$ cat src/rtl/rbd_pkg.sv
// Shared types and constants for the residual block decompressor.
`default_nettype none
package rbd_pkg;

    localparam int MAX_SAMPLES      = 1024;
    localparam int MAX_CHANNELS     = 256;
    localparam int RESULTS_PER_ITEM = 8;
    localparam int QUEUE_DEPTH      = 2;

    localparam logic [1:0] KIND_DATA  = 2'd0;
    localparam logic [1:0] KIND_START = 2'd2;

    localparam logic [2:0] ERR_NONE     = 3'd0;
    localparam logic [2:0] ERR_METHOD   = 3'd1;
    localparam logic [2:0] ERR_INTERCH  = 3'd2;
    localparam logic [2:0] ERR_LENGTH   = 3'd3;
    localparam logic [2:0] ERR_OVERFLOW = 3'd4;

    localparam logic CFG_SAMPLES  = 1'b0;
    localparam logic CFG_CHANNELS = 1'b1;

    typedef enum logic [1:0] {
        IK_BYTE,
        IK_TICK,
        IK_START
    } item_kind_t;

    typedef struct packed {
        item_kind_t  kind;
        logic [7:0]  data;
    } item_t;

    typedef enum logic [2:0] {
        PH_WAIT,
        PH_METHOD,
        PH_SKIP,
        PH_STD,
        PH_EXT,
        PH_FIRST,
        PH_RESID,
        PH_ESC
    } phase_t;

    typedef enum logic [1:0] {
        ST_IDLE,
        ST_STEP,
        ST_FIN
    } core_state_t;

endpackage
`default_nettype wire

$ cat src/rtl/rbd_front.sv
// Input front end: classifies items and queues them for the decoder.
`default_nettype none
module rbd_front (
    input  wire                 clk,
    input  wire                 rst_n,
    input  wire                 in_valid,
    output logic                in_ready,
    input  wire  [1:0]          kind,
    input  wire  [7:0]          data_byte,
    output logic                q_valid,
    output rbd_pkg::item_t      q_item,
    input  wire                 q_pop
);

    rbd_pkg::item_t entry_reg [rbd_pkg::QUEUE_DEPTH];
    logic           wr_ptr_reg, wr_ptr_next;
    logic           rd_ptr_reg, rd_ptr_next;
    logic [1:0]     count_reg, count_next;
    rbd_pkg::item_t new_item;
    logic           push;
    logic           pop;

    always_comb
    begin
        new_item.data = data_byte;
        case (kind)
            rbd_pkg::KIND_DATA:  new_item.kind = rbd_pkg::IK_BYTE;
            rbd_pkg::KIND_START: new_item.kind = rbd_pkg::IK_START;
            default:             new_item.kind = rbd_pkg::IK_TICK;
        endcase
    end

    assign in_ready = (count_reg != 2'(rbd_pkg::QUEUE_DEPTH));
    assign q_valid  = (count_reg != 2'd0);
    assign q_item   = entry_reg[rd_ptr_reg];
    assign push     = in_valid && in_ready;
    assign pop      = q_pop && q_valid;

    always_comb
    begin
        wr_ptr_next = push ? ~wr_ptr_reg : wr_ptr_reg;
        rd_ptr_next = pop ? ~rd_ptr_reg : rd_ptr_reg;
        count_next  = count_reg + 2'(push) - 2'(pop);
    end

    always_ff @(posedge clk or negedge rst_n)
    begin
        if (!rst_n)
        begin
            wr_ptr_reg <= 1'b0;
            rd_ptr_reg <= 1'b0;
            count_reg  <= 2'd0;
        end
        else
        begin
            wr_ptr_reg <= wr_ptr_next;
            rd_ptr_reg <= rd_ptr_next;
            count_reg  <= count_next;
        end
    end

    always_ff @(posedge clk)
    begin
        if (push)
        begin
            entry_reg[wr_ptr_reg] <= new_item;
        end
    end

endmodule
`default_nettype wire

$ cat config.mk
export PLATFORM = sky130hd
export DESIGN_NAME = rbd_front
export DESIGN_NICKNAME = d
export VERILOG_FILES = /design/src/rtl/rbd_pkg.sv /design/src/rtl/rbd_front.sv
export SDC_FILE = /design/constraint.sdc
export NUM_CORES = 1
export LEC_CHECK = 0
export BUFFER_PORTS_ARGS = -buffer_cell sky130_fd_sc_hd__buf_2
export CORE_ASPECT_RATIO = 1.1
export CORE_UTILIZATION = 49
export DETAILED_ROUTE_END_ITERATION = 12
export PLACE_DENSITY = 0.75
export SLEW_MARGIN = 30
export SYNTH_ARGS = -nofsm -noshare
export SYNTH_HDL_FRONTEND = slang
export SYNTH_SLANG_ARGS = --single-unit
$ cat constraint.sdc
create_clock -name clk -period 1.8 [get_ports clk]
set_clock_uncertainty 0.2 [all_clocks]
set_input_delay 0.18 -clock clk [delete_from_list [all_inputs] [get_ports clk]]
set_output_delay 0.18 -clock clk [all_outputs]
set_load 0.005 [all_outputs]
Word-level counts from Yosys, hierarchy flattened
Memories as Yosys holds them, arrays and structs flattened.
Cells that the tools add are included.
{ "totals": {"input_bits": 14, "regBits": 4, "latchBits": 0, "memories": 1, "mem_bits_ro": 0, "mem_bits_rw": 20, "word_cells": 17} }
{ "classes": {"n_reduce_logical": 4, "n_div": 0, "mul": 0, "shift": 0, "n_lt_le_gt_ge": 0, "n_eq_ne": 2, "n_mux": 3, "n_bitwise": 2, "addsub": 2} }
{ "memory_table": {"columns": ["memory", "depth", "width", "read_ports", "rd_clocked_by_memory_dff", "wr", "line", "text"], "rows": [
  ["entry_reg", 2, 10, 1, 0, 1, "rbd_front.sv:15", "rbd_pkg::item_t entry_reg [rbd_pkg::QUEUE_DEPTH];"]
]} }
{ "ops": {"columns": ["op", "count"], "rows": [
  ["2-bit one-hot mux with 2 select lines", 1],
  ["2-bit by 1-bit adder with 2-bit output", 1],
  ["2-bit equality test (second input constant)", 1],
  ["1-bit logical AND", 2],
  ["2-bit zero test", 1],
  ["1-bit two-way mux", 2],
  ["2-bit inequality test (second input constant)", 1],
  ["1-bit NOT", 2],
  ["2-bit nonzero test", 1],
  ["2-bit by 1-bit subtractor with 2-bit output", 1]
]} }

Depth between registers and ports, before layout
{ "depth": {"ltp_word": 4, "ltp_mapped": 5} }

Worst setup path before layout
Ideal clock, no wire load.
{ "synth_path": {"kind": "register -> register", "startpoint": "register count_reg[0]", "endpoint": "memory entry_reg[0][0] (netlist bit) (enable)", "path_stages_with_launch": 4, "period_less_slack_ns": 1.682, "required_ns": 1.224, "path_slack_ns": 0.118, "arrival_ns": 1.106, "setup_ns": 0.376, "cell_sequence": "dfrtp_1 -> nand2b_1 -> nand2_1 -> nor2_1"} }
{ "synth_between": {"elab_chain_cells": 4} }
{ "synth_lines": {"columns": ["element", "line", "text"], "rows": [
  ["start: declaration", "rbd_front.sv:18", "logic [1:0] count_reg, count_next;"],
  ["start signal: assignment", "rbd_front.sv:58", "count_reg <= count_next;"],
  ["2-bit inequality test", "rbd_front.sv:33", "assign in_ready = (count_reg != 2'(rbd_pkg::QUEUE_DEPTH));"],
  ["via in_ready", "rbd_front.sv:7", "output logic in_ready,"],
  ["1-bit logical AND", "rbd_front.sv:36", "assign push = in_valid && in_ready;"],
  ["1-bit two-way mux", "rbd_front.sv:64", "if (push)"],
  ["1-bit two-way mux (not written as such)", "rbd_front.sv:66", "entry_reg[wr_ptr_reg] <= new_item;"],
  ["end: declaration", "rbd_front.sv:15", null]
]} }
The timed path passes the listed nets, and every way through them passes these cells.

==> metrics <==
status=finished, violations left; violated checks=DRC; Core Rows=16; startpoint types=flip-flop; syn nets=70; Nets=112; Clock Path Buffers=2; Final Max Tran Viols=0; worst reg2reg path endpoint=entry_reg[1][0]; number of post-CTS setup repair buffers=0; HP Class=in2reg; Clk Latency, worst-skew pair=0.31 ns; DRT Pass-1 Iters=8; CP endpoint kind=output pin; largest net degree at the start of global routing=14; share of layout cells above drive strength 1=42.7%; Layout Area Growth over Synthesis=32.1%; final core area utilization=69.4%; Inserted Clock Buffers=3; Max-cap violations=0; 1st-iter DRT viols=13; Vias=605; Leakage=0.497 nW; final WL=1580 um; Post-Syn Area=947 um2; grt ovf=0; critical path class=reg2out; sequential area share after synthesis=74.0%; Internal Power=1.16 mW; Mean Syn Cell Area=17.2 um2; Final period util=95.2%; CP Max Fanout=11; Residual DRC=2; post-layout power=1.64 mW; CTS tree=yes; end of the worst hold path=wr_ptr_reg; post-DP HPWL=1010 um; worst r2r src=count_reg[0]; RSZ-0062 raised after global routing=false; Max Clk Rate=0.584 GHz; R2R Setup Slk=0.14 ns; yosys warns=0; Comb power frac=31.7%; Power Density=1310 nW/um2; sequential power share=53.9%; via/cell ratio=5.31; die width=43.9 um; Starting Density=52.6%; # setup viols final=0; Switching Power=0.483 mW; die area=2110 um2; clk sinks=24; Min Clock Period, post-route=1.71 ns; synth unique cells=18; core region area=1800 um2; max reg flops=20; register bit total from synthesis=24; reg2reg path depth=2; ranking of synthesized cells by area=edfxtp_1 63%, mux2_2 12%, dfrtp_1 11%; maximum vdd drop=0.000756 V; GPL Wtd Cong=0.791; Die H=48.1 um; Sw Ratio=29.4%; Synth area leader=edfxtp_1; WL/cell=13.9 um; clk slew on worst S/H paths=0.13 ns; vias in the first global route=585; Slew headroom=68.5%; first-pass GRT wire length=2330 um; final hold slack=0.00554 ns; root buffer cell=clkbuf_4; Port Buf Inserts=25; Critical Path AT=1.33 ns; worst-margin pin slew=0.473 ns; Yosys top cell area share=63.4%; Mapped Cells=55; Setup TNS=0 ns; Final ANT Viol Nets=0; Clock power frac=14.4%; GRT Util Overall=16.4%; # diodes=0; Hold Path Stages=3; Hold Fails Final Rpt=0; HP Start=in_valid; initial antenna violation count=0; WP data required=1.42 ns; I/O pin cnt=26; H-tree Lvls=1
-- synthesized netlist by cell type --
| cell | count |
|---|---|
| edfxtp_1 | 20 |
| mux2_2 | 10 |
| dfrtp_1 | 4 |
| nor2_1 | 3 |
| xnor2_1 | 3 |
| nand2_1 | 2 |
| nor2b_1 | 2 |
| a211oi_1 | 1 |
| a21bo_1 | 1 |
| a32oi_1 | 1 |
| and3_1 | 1 |
| buf_2 | 1 |
| clkbuf_1 | 1 |
| ha_1 | 1 |
| nand2b_1 | 1 |
| nand3_1 | 1 |
| o21ai_0 | 1 |
| or2_2 | 1 |
-- layer usage --
layer  wire [um]  share of wire [%]  vias up  track usage [%]
met3          84                5.3        5             3.33
met5           0                  0        -                0
met4          32                2.0        0             9.09
li1            -                  -      288                -
met1         595                 38      289             15.3
met2         871                 55       23             33.7
-- stage by stage --
stage / worst slack [ns] / cell area [um2] / instances
floorplan: 0.118 / 947 / 55
global placement: 0.244 / 1090 / 97
detailed placement: 0.178 / 1090 / 97
CTS: 0.0724 / 1250 / 114
global route: 0.0286 / 1250 / 114
finish: 0.0871 / 1250 / 114
-- placed cells by master, fill, tap and decap left out --
| cell type | n |
|---|---|
| buf_2 | 25 |
| edfxtp_1 | 20 |
| dlygate4sd3_1 | 13 |
| mux2_2 | 10 |
| nor2_1 | 3 |
| xnor2_1 | 3 |
| clkbuf_4 | 3 |
| dfrtp_1 | 3 |
| nor2b_1 | 2 |
| nand2_1 | 2 |
| or2_2 | 1 |
| nand2b_1 | 1 |
| a211oi_1 | 1 |
| nand3_1 | 1 |
| o21ai_0 | 1 |
| a21bo_1 | 1 |
| a32oi_1 | 1 |
| and3_1 | 1 |
| ha_1 | 1 |
| clkinv_1 | 1 |
| buf_4 | 1 |
| dfrtp_2 | 1 |
-- critical path: stages (launching register included) --
cell and delay [ns]:
dfrtp_2 0.53, mux2_2 0.37, buf_2 0.12
-- worst max-delay path by stage --
stage	cells after the start	slack (ns)	startpoint	to
3_3_place_gp	2	0.24	count_reg[0]	entry_reg[1][7]
4_1_cts	2	0.07	rd_ptr_reg	q_item[8]
6_report	2	0.09	rd_ptr_reg	q_item[5]
2_1_floorplan	3	0.12	count_reg[0]	entry_reg[0][0]
5_1_grt	2	0.03	rd_ptr_reg	q_item[3]
3_5_place_dp	2	0.18	count_reg[0]	entry_reg[1][0]
-- cell type report --
type	instances	area (um2)
Clock buffer	3	22.5
Clock inverter	1	3.75
Fill cell	126	551
Multi-Input combinational cell	29	238
Sequential cell	24	702
Tap cell	18	22.5
Timing Repair Buffer	39	263
-- power by group through the flow --
stage / Clock, mW / Sequential [mW] / Combinational [mW]
floorplan: 0 / 0.836 / 0.356
global placement: 0 / 0.887 / 0.484
detailed placement: 0 / 0.897 / 0.502
CTS: 0.239 / 0.888 / 0.527
global route: 0.255 / 0.902 / 0.567
finish: 0.236 / 0.885 / 0.521
-- kinds of logic (layout without fill, tap and decap cells) --
kind of cell / count (synthesis) / count (layout) / synth area share (%)
DFF: 24 / 24 / 74.0
xor gates and xnor gates: 3 / 3 / 2.77
muxes: 10 / 10 / 11.9
and+or+nand+nor: 11 / 11 / 5.81
AOI/OAI and AO/OA: 4 / 4 / 3.30
buffers and inverters: 2 / 43 / 0.924
adders and majority gates: 1 / 1 / 1.32
-- timing repair --
action                                  in CTS  in global routing
gates resized for setup                      1                  0
hold buffers                                13                  0
endpoints found under the setup margin      10                  0
endpoints found under the hold margin       25                  0
No activity file was read; power rests on OpenSTA's default activity.
